## config.mk

```make
export PLATFORM = sky130hd
export DESIGN_NAME = ordered_list_insert_delete
export DESIGN_NICKNAME = d
export VERILOG_FILES = /design/src/rtl/olid_pkg.sv /design/src/rtl/ordered_list_insert_delete.sv /design/src/rtl/olid_ram.sv
export SDC_FILE = /design/constraint.sdc
export NUM_CORES = 1
export LEC_CHECK = 0
export ABC_AREA = 1
export BUFFER_PORTS_ARGS = -buffer_cell sky130_fd_sc_hd__buf_2
export CORE_UTILIZATION = 56
export DETAILED_ROUTE_END_ITERATION = 8
export HOLD_SLACK_MARGIN = 0.08
export PLACE_DENSITY = 0.88
export SKIP_CTS_REPAIR_TIMING = 1
export SLEW_MARGIN = 20
export SYNTH_ARGS = -nofsm -noshare
export SYNTH_HDL_FRONTEND = slang
export SYNTH_SLANG_ARGS = --single-unit
```

## constraint.sdc

```tcl
create_clock -name clk_i -period 3.9 [get_ports clk_i]
set_input_delay 0.39 -clock clk_i [delete_from_list [all_inputs] [get_ports clk_i]]
set_output_delay 0.39 -clock clk_i [all_outputs]
set_load 0.02 [all_outputs]
```

## src/rtl/olid_pkg.sv

```systemverilog
// ----------------------------------------------------------------------------
// olid_pkg
// Shared constants for the ordered list block: sizes, opcodes and status codes
// ----------------------------------------------------------------------------
package olid_pkg;

  localparam int CAPACITY = 16;
  localparam int IDX_W    = $clog2(CAPACITY);
  localparam int CNT_W    = $clog2(CAPACITY + 1);
  localparam int DATA_W   = 32;

  localparam logic [1:0] OP_INSERT  = 2'd0;
  localparam logic [1:0] OP_DELETE  = 2'd1;
  localparam logic [1:0] OP_DISPLAY = 2'd2;

  localparam logic [1:0] ST_OK        = 2'd0;
  localparam logic [1:0] ST_EMPTY     = 2'd1;
  localparam logic [1:0] ST_NOT_FOUND = 2'd2;
  localparam logic [1:0] ST_FULL      = 2'd3;

endpackage

```

## src/rtl/ordered_list_insert_delete.sv

```systemverilog
// ----------------------------------------------------------------------------
// ordered_list_insert_delete
// Ordered list of signed 32-bit values with insert, delete and display
// ----------------------------------------------------------------------------
// The list is held compacted in a 16-entry memory from the head, with a fill
// count in flip-flops, so no clearing pass follows reset. One request is
// worked on at a time; a finished response waits in an output register while
// the next request is taken. Delete walks the memory one entry a cycle
// through its single read port, first to find the match and then to shift
// each later entry down. Display emits one entry a cycle while the output
// does not stall. Empty, full and not-found cases answer with one response.
module ordered_list_insert_delete (
  input  logic        clk_i,
  input  logic        rst_ni,
  input  logic        s_axis_tvalid_i,
  output logic        s_axis_tready_o,
  input  logic [31:0] s_axis_tdata_i,   // [31:0] value
  input  logic [1:0]  s_axis_tuser_i,   // [1:0] opcode
  output logic        m_axis_tvalid_o,
  input  logic        m_axis_tready_i,
  output logic [39:0] m_axis_tdata_o,   // [31:0] item, [33:32] status, zero pad
  output logic        m_axis_tlast_o
);

  localparam int IW = olid_pkg::IDX_W;
  localparam int CW = olid_pkg::CNT_W;
  localparam int DW = olid_pkg::DATA_W;

  localparam logic [2:0] S_IDLE  = 3'd0;
  localparam logic [2:0] S_RESP  = 3'd1;
  localparam logic [2:0] S_SRCH  = 3'd2;
  localparam logic [2:0] S_SHIFT = 3'd3;
  localparam logic [2:0] S_DISP  = 3'd4;

  logic [2:0]    state_q, state_d;
  logic [IW-1:0] idx_q, idx_d;
  logic [CW-1:0] cnt_q, cnt_d;
  logic [DW-1:0] val_q, val_d;
  logic [1:0]    st_q, st_d;

  logic          ovalid_q, ovalid_d;
  logic [DW-1:0] oitem_q, oitem_d;
  logic [1:0]    ostat_q, ostat_d;
  logic          olast_q, olast_d;

  logic          ram_we, ram_re;
  logic [IW-1:0] ram_waddr, ram_raddr;
  logic [DW-1:0] ram_wdata, ram_rdata;

  logic          can_load, in_acc, is_last;
  logic [IW-1:0] idx_nxt;

  olid_ram #(
    .DEPTH(olid_pkg::CAPACITY),
    .WIDTH(DW)
  ) u_ram (
    .clk_i  (clk_i),
    .we_i   (ram_we),
    .waddr_i(ram_waddr),
    .wdata_i(ram_wdata),
    .re_i   (ram_re),
    .raddr_i(ram_raddr),
    .rdata_o(ram_rdata)
  );

  assign s_axis_tready_o = (state_q == S_IDLE);
  assign in_acc          = s_axis_tvalid_i && s_axis_tready_o;
  assign can_load        = !ovalid_q || m_axis_tready_i;
  assign idx_nxt         = idx_q + IW'(1);
  assign is_last         = (CW'(idx_q) == (cnt_q - CW'(1)));

  always_comb begin
    state_d   = state_q;
    idx_d     = idx_q;
    cnt_d     = cnt_q;
    val_d     = val_q;
    st_d      = st_q;
    ram_we    = 1'b0;
    ram_waddr = idx_q - IW'(1);
    ram_wdata = ram_rdata;
    ram_re    = 1'b0;
    ram_raddr = idx_nxt;
    ovalid_d  = ovalid_q && !m_axis_tready_i;
    oitem_d   = oitem_q;
    ostat_d   = ostat_q;
    olast_d   = olast_q;

    unique case (state_q)
      S_IDLE: begin
        if (in_acc) begin
          val_d = s_axis_tdata_i;
          unique case (s_axis_tuser_i) inside
            olid_pkg::OP_INSERT: begin
              state_d = S_RESP;
              if (cnt_q == CW'(olid_pkg::CAPACITY)) begin
                st_d = olid_pkg::ST_FULL;
              end else begin
                ram_we    = 1'b1;
                ram_waddr = cnt_q[IW-1:0];
                ram_wdata = s_axis_tdata_i;
                cnt_d     = cnt_q + CW'(1);
                st_d      = olid_pkg::ST_OK;
              end
            end
            olid_pkg::OP_DELETE, olid_pkg::OP_DISPLAY: begin
              if (cnt_q == '0) begin
                st_d    = olid_pkg::ST_EMPTY;
                state_d = S_RESP;
              end else begin
                ram_re    = 1'b1;
                ram_raddr = '0;
                idx_d     = '0;
                state_d   = (s_axis_tuser_i == olid_pkg::OP_DELETE) ? S_SRCH : S_DISP;
              end
            end
            default: begin
              state_d = S_IDLE;
            end
          endcase
        end
      end
      S_RESP: begin
        if (can_load) begin
          ovalid_d = 1'b1;
          oitem_d  = '0;
          ostat_d  = st_q;
          olast_d  = 1'b1;
          state_d  = S_IDLE;
        end
      end
      S_SRCH: begin
        if (ram_rdata == val_q) begin
          if (is_last) begin
            cnt_d   = cnt_q - CW'(1);
            st_d    = olid_pkg::ST_OK;
            state_d = S_RESP;
          end else begin
            ram_re  = 1'b1;
            idx_d   = idx_nxt;
            state_d = S_SHIFT;
          end
        end else if (is_last) begin
          st_d    = olid_pkg::ST_NOT_FOUND;
          state_d = S_RESP;
        end else begin
          ram_re = 1'b1;
          idx_d  = idx_nxt;
        end
      end
      S_SHIFT: begin
        ram_we = 1'b1;
        if (is_last) begin
          cnt_d   = cnt_q - CW'(1);
          st_d    = olid_pkg::ST_OK;
          state_d = S_RESP;
        end else begin
          ram_re = 1'b1;
          idx_d  = idx_nxt;
        end
      end
      S_DISP: begin
        if (can_load) begin
          ovalid_d = 1'b1;
          oitem_d  = ram_rdata;
          ostat_d  = olid_pkg::ST_OK;
          olast_d  = is_last;
          if (is_last) begin
            state_d = S_IDLE;
          end else begin
            ram_re = 1'b1;
            idx_d  = idx_nxt;
          end
        end
      end
      default: begin
        state_d = S_IDLE;
      end
    endcase
  end

  always_ff @(posedge clk_i or negedge rst_ni) begin
    if (!rst_ni) begin
      state_q  <= S_IDLE;
      cnt_q    <= '0;
      ovalid_q <= 1'b0;
    end else begin
      state_q  <= state_d;
      cnt_q    <= cnt_d;
      ovalid_q <= ovalid_d;
    end
  end

  always_ff @(posedge clk_i) begin
    idx_q   <= idx_d;
    val_q   <= val_d;
    st_q    <= st_d;
    oitem_q <= oitem_d;
    ostat_q <= ostat_d;
    olast_q <= olast_d;
  end

  assign m_axis_tvalid_o = ovalid_q;
  assign m_axis_tdata_o  = {6'b0, ostat_q, oitem_q};
  assign m_axis_tlast_o  = olast_q;

`ifndef SYNTHESIS
  a_cnt_bound: assert property (@(posedge clk_i) disable iff (!rst_ni)
    cnt_q <= CW'(olid_pkg::CAPACITY))
    else $error("entry count above capacity");

  a_shift_idx: assert property (@(posedge clk_i) disable iff (!rst_ni)
    (state_q == S_SHIFT) |-> (idx_q != '0))
    else $error("shift step at head position");

  a_insert_cnt: assert property (@(posedge clk_i) disable iff (!rst_ni)
    (in_acc && s_axis_tuser_i == olid_pkg::OP_INSERT &&
     cnt_q != CW'(olid_pkg::CAPACITY)) |=> (cnt_q == $past(cnt_q) + CW'(1)))
    else $error("insert did not grow the list");

  a_walk_no_empty: assert property (@(posedge clk_i) disable iff (!rst_ni)
    (state_q == S_SRCH || state_q == S_DISP) |-> (cnt_q != '0))
    else $error("memory walk on empty list");
`endif

endmodule

```

## src/rtl/olid_ram.sv

```systemverilog
// ----------------------------------------------------------------------------
// olid_ram
// Simple dual-port RAM, one write and one read port, registered read data
// ----------------------------------------------------------------------------
module olid_ram #(
  parameter int DEPTH = 16,
  parameter int WIDTH = 32
) (
  input  logic                     clk_i,
  input  logic                     we_i,
  input  logic [$clog2(DEPTH)-1:0] waddr_i,
  input  logic [WIDTH-1:0]         wdata_i,
  input  logic                     re_i,
  input  logic [$clog2(DEPTH)-1:0] raddr_i,
  output logic [WIDTH-1:0]         rdata_o
);

  logic [WIDTH-1:0] mem [DEPTH];
  logic [WIDTH-1:0] rdata_q;

  always_ff @(posedge clk_i) begin
    if (we_i) begin
      mem[waddr_i] <= wdata_i;
    end
  end

  always_ff @(posedge clk_i) begin
    if (re_i) begin
      rdata_q <= mem[raddr_i];
    end
  end

  assign rdata_o = rdata_q;

endmodule

```

Yosys cells after proc, flatten, opt, wreduce, memory -nomap -nowiden
Memory sizes are Yosys's and may differ from the RTL's. A register that Yosys moved wholly into a read port is not among the register bits.
Cells that the tools add are included.
- mux-type cells: 66
- $add $sub $neg: 4
- reduce and logical (&&, ||, !) cells: 20
- eq/ne operators: 21
- operators by type and width (cell ; count):
    32-bit 2-to-1 mux ; 6
    32-bit case mux with 2 select lines ; 1
    4-bit 2-to-1 mux ; 13
    32-bit equality test ; 1
    5-bit 2-to-1 mux ; 5
    3-bit 2-to-1 mux ; 8
    2-bit 2-to-1 mux ; 9
    3-bit case mux with 5 select lines ; 1
    5-bit case mux with 3 select lines ; 1
    5-bit AND reduction ; 3
    1-bit 2-to-1 mux ; 14
    2-bit inequality test (second input constant) ; 6
    4-bit case mux with 3 select lines ; 1
    2-bit case mux with 2 select lines ; 2
    3-bit by 2-bit equality test with 1-bit output (second input constant) ; 2
    2-bit by 1-bit inequality test with 1-bit output (second input constant) ; 3
    3-bit inequality test (second input constant) ; 2
    2-bit case mux with 3 select lines ; 1
    3-bit case mux with 2 select lines ; 1
    3-bit nonzero test ; 2
    2-bit OR reduction ; 3
    5-bit by 1-bit adder with 5-bit output (second input constant) ; 1
    4-bit by 5-bit equality test with 1-bit output ; 1
    5-bit equality test (second input constant) ; 1
    20 further kinds ; 23
- memories: 1
- RAM bits: 512
- word-level logic and storage cells: 121
- register bits after elaboration: 82
- input bits: 38
- memory list (name ; words ; width ; rd ports ; clocked after Yosys merged registers in ; wr ports ; line ; RTL):
    u_ram.mem ; 16 ; 32 ; 1 ; 1 ; 1 ; olid_ram.sv:18 ; logic [WIDTH-1:0] mem [DEPTH];

Logic depth before layout (Yosys ltp)
Gate-level depths: netlist (run 1).
- word-level depth: 7
- gate-level depth with buffers: 15
- depth with buffers taken out: 15

Modules after synthesis
From an unflattened synthesis (run 1), not the netlist that was laid out.
- cell total of the unflattened synthesis: 2624
- area, all modules: 27520.1 um^2
- by module, submodules not included (module ; area an instance (um^2) ; cells each ; times used):
    olid_ram ; 23050.9 ; 2120 ; 1
    ordered_list_insert_delete ; 4469.3 ; 504 ; 1

Worst setup path after synthesis (run 1)
OpenSTA, ideal clock, no wires.
- path type: register -> register
- start point: reg idx_q[0]
- end point: mem u_ram.mem[10][0], enable pin
- stages on the path, launching flop included: 11
- library setup time: 0.421 ns
- data arrival time: 3.392 ns
- period minus slack after synthesis: 3.813 ns
- setup slack: 0.087 ns
- cells stage by stage: edfxtp_1 -> inv_2 -> clkbuf_1 -> clkbuf_1 -> ha_1 -> or2_1 -> o21ai_2 -> inv_2 -> nor2_1 -> nand2_1 -> nor2_1
- cells in the longest elaborated chain, start to end: 5
- RTL lines (element ; line ; RTL):
    from (decl) ; ordered_list_insert_delete.sv:36 ; logic [IW-1:0] idx_q, idx_d;
    from (signal assigned) ; ordered_list_insert_delete.sv:194 ; idx_q <= idx_d;
    4-bit by 1-bit subtractor with 4-bit output * ; ordered_list_insert_delete.sv:79 ; ram_waddr = idx_q - IW'(1);
    4-bit 2-to-1 mux ; ordered_list_insert_delete.sv:95 ; if (cnt_q == CW'(olid_pkg::CAPACITY)) begin
    4-bit 2-to-1 mux ; ordered_list_insert_delete.sv:92 ; unique case (s_axis_tuser_i) inside
    4-bit 2-to-1 mux ; ordered_list_insert_delete.sv:90 ; if (in_acc) begin
    4-bit 2-to-1 mux * ; ordered_list_insert_delete.sv:88 ; unique case (state_q)
    to (decl) ; olid_ram.sv:18 ;
Every way passes the cells marked *; elsewhere a longest branch is shown, timed or not.

Final worst setup path (run 1)
- start point: reg state_q[1]
- end point: reg u_ram.rdata_q[7] (netlist: u_ram.rdata_o[7]) (read register of u_ram.mem), data pin
- cells in the longest elaborated chain, start to end: 4
- elaborated cells on any way between the ends: 10
- RTL lines (element ; line ; RTL):
    from (decl) ; ordered_list_insert_delete.sv:35 ; logic [2:0] state_q, state_d;
    from (signal assigned) ; ordered_list_insert_delete.sv:187 ; state_q <= state_d;
    3-bit zero test ; ordered_list_insert_delete.sv:66, ordered_list_insert_delete.sv:88 ;
    1-bit logical AND ; ordered_list_insert_delete.sv:67 ; assign in_acc = s_axis_tvalid_i && s_axis_tready_o;
    1-bit 2-to-1 mux or 4-bit 2-to-1 mux (tied branches) ; ordered_list_insert_delete.sv:90 ;
    1-bit case mux with 3 select lines or 4-bit 2-to-1 mux (tied branches) ; ordered_list_insert_delete.sv:88 ;
    to (decl) ; olid_ram.sv:19 ; logic [WIDTH-1:0] rdata_q;
Parallel ways exist; a longest one is shown, timed or not.
A chain may end at the register's enable or synchronous reset.

==> flow_summary_export.csv, run 1 <==
group,metric,value,unit
status,status,"finished, final reports clean",
sta,fin_skew,21.74,ps
placed_design,place_inst,3012,
critical_path,critPathKind,"flip-flop to flip-flop",
routing,first_pass_iters,8,
sta,period_share,87.81,%
sta,rsz0062_at_grt,"false",
sta,finalSetupTns,0,ps
logic_synthesis,synth_area,0.02692,sq mm
routing,drt_iter0_markers,3215,
clocking,clock-sinks,626,
critical_path,cp_max_fo,82,
logic_synthesis,synth_area_per_cell,11.30,sq um
floorplan,die_w,221.2,um
critical_path,cp.arrival,3820,ps
critical_path,crit_path_start_kind,"flip-flop",
sta,finalSetupViolCount,0,
sta,maxSlewViolCount,0,
sta,max_freq,292.0,MHz
flow_run,cap_violations,0,
finish,fin_nets,2545,
sta,whs,147.0,ps
logic_synthesis,ys_seq_area_share,69.67,%
placed_design,dp_hpwl,39520,um
placed_design,routabilityCongestion,0.9060,
floorplan,core,0.04695,sq mm
clocking,clock_latency,630,ps
routing,via_count,19090,
logic_synthesis,ys_ff_latch,626,
routing,drt-wirelength-per-cell,22.70,um
placed_design,placed_area,0.02816,sq mm
logic_synthesis,syn_inst,2382,
clocking,cts_tree,"done",
logic_synthesis,yosys_warnings,0,
pwr,peakVddDrop,981.0,uV
finish,drive_above_1_share,10.41,%
floorplan,ios,81,
logic_synthesis,yosys.area.top_type,"edfxtp_1",
routing,viasPerCell,6.053,
pwr,power_density,908.0,mW/mm^2
critical_path,crit_path_end_kind,"flip-flop",
logic_synthesis,synth_area_leaders,"edfxtp_1 69%, nand3_1 6.3%, nand2_1 5.0%",
logic_synthesis,synth_cell_types,36,
critical_path,critPathRequiredTime,4290,ps
floorplan,die_y,221.2,um
global_route,grt_overflow,0,
clocking,numCtsBuffers,59,
global_route,grt_pass1_vias,18750,
sta,min_period,3424,ps
clocking,root_buffer,"clkbuf_16",
clocking,h-tree-depth,2,
sta,hold_viol,0,
finish,diodes,0,
sta,worstMarginPinSlew,1005,ps
global_route,grt_pass1_wl,106400,um
finish,final_common_cell,"edfxtp_1",
clocking,clock_path_buffers,3,
finish,final_cell_mix,"617 x edfxtp_1, 361 x nand2_1, 338 x nand3_1, 320 x nor2_1, 273 x inv_1",
global_route,antenna_found_initial,2,
finish,area_growth,12.92,%
finish,design_area,0.03040,sq mm
routing,ant_nets,0,
sta,max_slew_margin,32.92,%
floorplan,initial_utilization,57.33,%
global_route,grt_max_degree,145,
logic_synthesis,synth_top_area_share,68.83,%
floorplan,die_area,0.04895,sq mm
routing,drc,0,
placed_design,port_buffers,74,
routing,drt_wl_total,71570,um
clocking,cts.clk_slew.worst_paths,70,ps
finish,finalNonFillerCells,3153,
worst_hold_path,worstHoldPathType,"input port to asynchronous set/reset pin",
global_route,grt_use_total,28.65,%
pwr,power.leakage,0.01174,uW
floorplan,row_count,79,
finish,finish.utilization,64.74,%
registers in the layout, summed over array words and instances, names as in the netlist:
name,count
u_ram.mem,512
cnt_q,5
oitem_q,32
st_q,2
val_q,32
m_axis_tlast_o,1
state_q,3
m_axis_tvalid_o,1
ostat_q,2
u_ram.rdata_o,32
idx_q,4
per-stage QoR:
step	setup slack [ps]	total power, uW
after floorplan	86.87	17800
after global placement	714.9	20860
after detailed placement	641.6	21320
after CTS	579.1	27190
after global routing	290.8	28720
final	475.5	27600
final cells by class:
type	count	area [sq um]
clock buffers	72	1546
flip-flops and latches	626	18750
fillers	3091	16560
repair buffers	180	1451
multi-input cells	1354	6481
clock inverters	35	350.3
inverters	279	1054
well taps	607	759.5
final timing paths:
check	end	cells past startpoint	slack, ps	from
worst max-delay path	u_ram.rdata_o[7]	11	480	state_q[1]
worst min-delay path	cnt_q[3]	2	150	rst_ni
worst max register to register	u_ram.rdata_o[7]	11	480	state_q[1]
worst min register to register	m_axis_tvalid_o	2	570	m_axis_tvalid_o
max in group asynchronous	state_q[1]	2	3560	rst_ni
min in group clk_i	state_q[1]	5	210	s_axis_tvalid_i
cells in the mapped netlist (all sizes together):
| cell type | n |
|---|---|
| a221oi | 1 |
| xor2 | 5 |
| buf | 91 |
| nor3 | 3 |
| nand3 | 342 |
| xnor2 | 26 |
| or2 | 1 |
| o21ai | 175 |
| a211o | 1 |
| nand2 | 365 |
| ha | 7 |
| nor2 | 343 |
| a21oi | 10 |
| o22ai | 2 |
| o211ai | 2 |
| edfxtp | 617 |
| inv | 278 |
| conb | 1 |
| nand3b | 65 |
| dfrtp | 9 |
| clkbuf | 37 |
| clkinv | 1 |
worst max-delay path, cell delays in order (launching register included):
cell	delay [ps]
dfrtp_1	430
nor2_4	160
nand2_4	100
nor2_8	270
nand3_4	510
nand2_8	690
buf_4	400
nor2_1	90
o21ai_0	120
nand3_1	160
nand3_1	140
nand2_1	70
per-layer routing:
| layer | track usage [%] | share of wire, % |
|---|---|---|
| met1 | 36.35 | 35 |
| met2 | 46.31 | 48 |
| met3 | 6.546 | 12 |
| met4 | 14.82 | 4.9 |
| met5 | 0 | 0.018 |
power by group:
group	internal, uW	switching, uW
Sequential	9430	412
Clock	3270	2500
Combinational	3290	8710
kinds of logic after synthesis:
group | Yosys count | share of synthesized area [%]
AND/OR/NAND/NOR | 1119 | 18.47
flip-flops | 626 | 69.67
buffers and inverters | 407 | 6.889
AO/OA/AOI/OAI | 191 | 3.621
XOR/XNOR | 31 | 1.009
adder cells (fa/ha/maj) | 7 | 0.3254
other | 1 | 0.01393
(Power assumes the default switching activity.)
==> run 2, diff against run 1 <==
--- a/config.mk
+++ b/config.mk
@@ -5,7 +5,7 @@
 export SDC_FILE = /design/constraint.sdc
 export NUM_CORES = 1
 export LEC_CHECK = 0
-export ABC_AREA = 1
+export ABC_AREA = 0
 export BUFFER_PORTS_ARGS = -buffer_cell sky130_fd_sc_hd__buf_2
 export CORE_UTILIZATION = 56
 export DETAILED_ROUTE_END_ITERATION = 8
==> flow_summary_export.csv, run 2 <==
group,metric,value,unit
status,status,"finished, final reports clean",
routing,viasPerCell,6.838,
pwr,pwr-share-seq,37.7,%
sta,rsz0062_at_grt,"false",
finish,largest_reg_flops,512,
critical_path,critPathRequiredTime,4170,ps
floorplan,die_area,0.04570,sq mm
sta,period_share,88.32,%
pwr,clockPowerShare,21.0,%
logic_synthesis,ys_seq_area_share,74.66,%
routing,drt-wirelength-per-cell,29.07,um
placed_design,post-place-ws,634.6,ps
sta,whs,148.4,ps
pwr,p_int,15750,uW
critical_path,crit_family,"simple AND/OR/NAND/NOR gates",
routing,drt_iter0_markers,2679,
pwr,power_switching,10060,uW
finish,final_cell_mix,"617 x edfxtp_1, 174 x nand2_1, 139 x a21oi_1, 90 x a221o_1, 74 x buf_2",
sta,max_slew_margin,31.46,%
clocking,clock-sinks,626,
logic_synthesis,synth_area,0.02512,sq mm
sta,fin_skew,38.42,ps
placed_design,routabilityCongestion,0.8961,
clocking,cts_tree,"done",
floorplan,die_y,213.8,um
critical_path,critPathBufInv,3,
routing,drc,0,
critical_path,slowest_stage,"nor2_4",
floorplan,row_count,77,
floorplan,ios,81,
floorplan,core,0.04422,sq mm
routing,first_pass_iters,6,
global_route,grt_overflow,0,
sta,hold_viol,0,
clocking,h-tree-depth,2,
sta,worst_slack,455.3,ps
routing,ant_nets,0,
pwr,power.leakage,0.009580,uW
critical_path,cp_max_fo,23,
sta,min_period,3445,ps
logic_synthesis,async_reset_ff_share,1.438,%
finish,diodes,0,
global_route,grt_max_degree,138,
finish,area_growth,14.17,%
global_route,grt_pass1_vias,15940,
floorplan,initial_utilization,56.80,%
logic_synthesis,yosys.area.top_type,"edfxtp_1",
sta,worstMarginPinSlew,1023,ps
sta,finalSetupViolCount,0,
pwr,power,25810,uW
clocking,clock_path_buffers,3,
clocking,clock_latency,640,ps
critical_path,max_stage_delay,640,ps
finish,design_area,0.02868,sq mm
critical_path,crit_path_end_kind,"flip-flop",
logic_synthesis,ys_ff_latch,626,
flow_run,cap_violations,0,
clocking,numCtsBuffers,57,
logic_synthesis,synth_area_per_cell,15.55,sq um
logic_synthesis,synth-edff-count,617,
logic_synthesis,synth-main-ff-cell,"edfxtp_1",
global_route,grt_use_total,30.58,%
placed_design,port_buffers,74,
pwr,peakVddDrop,866.5,uV
logic_synthesis,synth_area_leaders,"edfxtp_1 74%, a221o_1 3.6%, a21oi_1 2.8%",
critical_path,crit_top_cell,"buf_4",
global_route,grt_pass1_wl,99930,um
logic_synthesis,syn_inst,1615,
routing,via_count,16250,
sta,finalSetupTns,0,ps
logic_synthesis,synth.most_common_cell,"edfxtp_1",
logic_synthesis,synth_cell_types,52,
critical_path,cp.arrival,3710,ps
global_route,antenna_found_initial,1,
critical_path,critPathKind,"flip-flop to flip-flop",
routing,drt_wl_total,69070,um
finish,drive_above_1_share,19.23,%
critical_path,crit_path_start_kind,"flip-flop",
logic_synthesis,yosys_warnings,0,
clocking,root_buffer,"clkbuf_16",
pwr,power_density,900.2,mW/mm^2
floorplan,die_w,213.8,um
sta,maxSlewViolCount,0,
placed_design,placed_area,0.02655,sq mm
placed_design,dp_hpwl,38450,um
clocking,cts.clk_slew.worst_paths,70,ps
sta,max_freq,290.3,MHz
finish,regMostFlops,"u_ram.mem",
finish,final_common_cell,"edfxtp_1",
logic_synthesis,netlist_top_cells_count,"617 x edfxtp_1, 176 x nand2_1, 139 x a21oi_1",
finish,n_fill_cell,2787,
pwr,sw_frac_of_total,38.97,%
pwr,combPwrFrac,41.2,%
logic_synthesis,synth_top_area_share,73.76,%
finish,fin_nets,1785,
critical_path,cp_cell_sequence,"inv_1 -> ha_1 -> nand4bb_1 -> nand3_2 -> buf_4 -> o21a_1 -> nand2_1 -> nor2_4 -> buf_4",
worst_hold_path,worstHoldPathType,"input port to asynchronous set/reset pin",
## run 2: kinds of logic (layout without fill, tap and decap cells)
logic type / Yosys count / in the layout / synth area share [%]
buf+inv: 123 / 287 / 2.047
fa+ha+maj: 7 / 7 / 0.3487
simple gates: 325 / 325 / 5.699
flops: 626 / 626 / 74.66
mux: 98 / 98 / 4.359
compound gates: 384 / 384 / 11.09
xor+xnor: 51 / 51 / 1.778
other cells: 1 / 6 / 0.01493
## run 2: power groups by stage
| stage | Sequential [uW] | Combinational [uW] | Clock, uW |
|---|---|---|---|
| finish | 9740 | 10600 | 5430 |
| global route | 9790 | 11100 | 5680 |
| CTS | 9720 | 10300 | 5420 |
| detailed placement | 9840 | 10000 | 0 |
| global placement | 9800 | 9630 | 0 |
| floorplan | 9840 | 6540 | 0 |
## run 2: worst register-to-register path, delay by kind of cell (launching register included)
| kind | cells | cell delay (ps) |
|---|---|---|
| and+or+nand+nor | 4 | 1140 |
| buffers and inverters | 3 | 1010 |
| DFF | 1 | 440 |
| adders and majority gates | 1 | 290 |
| AOI/OAI and AO/OA | 1 | 190 |
## run 2: final timing paths
kind / to / from / slack (ps) / depth (start not counted)
max: u_ram.mem[14][13] / cnt_q[0] / 460 / 9
min: cnt_q[1] / rst_ni / 150 / 2
max reg2reg: u_ram.mem[14][13] / cnt_q[0] / 460 / 9
min reg2reg: ostat_q[0] / st_q[0] / 600 / 1
max in group asynchronous: cnt_q[2] / rst_ni / 3550 / 2
min in group clk_i: m_axis_tvalid_o / m_axis_tready_i / 150 / 3
## run 2: cell type report
cell class              count  area (sq um)  share of cell area (%)
inverters                  10         37.54                  0.1309
flip-flops and latches    626         18750                   65.39
repair buffers            174          1304                   4.546
clock buffers              68          1489                   5.192
well taps                 592         740.7                   2.583
multi-input cells         871          6063                   21.14
clock inverters            35         290.3                   1.012
## run 2: stage by stage
step	util, %	std cells
after CTS	64.06	2342
after floorplan	-	1620
final	64.85	2376
after detailed placement	60.03	2239
after global routing	64.85	2376
after global placement	60.03	2239
## run 2: layer usage
layer | GRT usage [%] | share of wire (%) | vias up
li1 | - | - | 6545
met5 | 0 | 0.019 | -
met1 | 38.60 | 33 | 7818
met3 | 7.059 | 13 | 322
met4 | 19.98 | 6.7 | 2
met2 | 47.84 | 47 | 1559
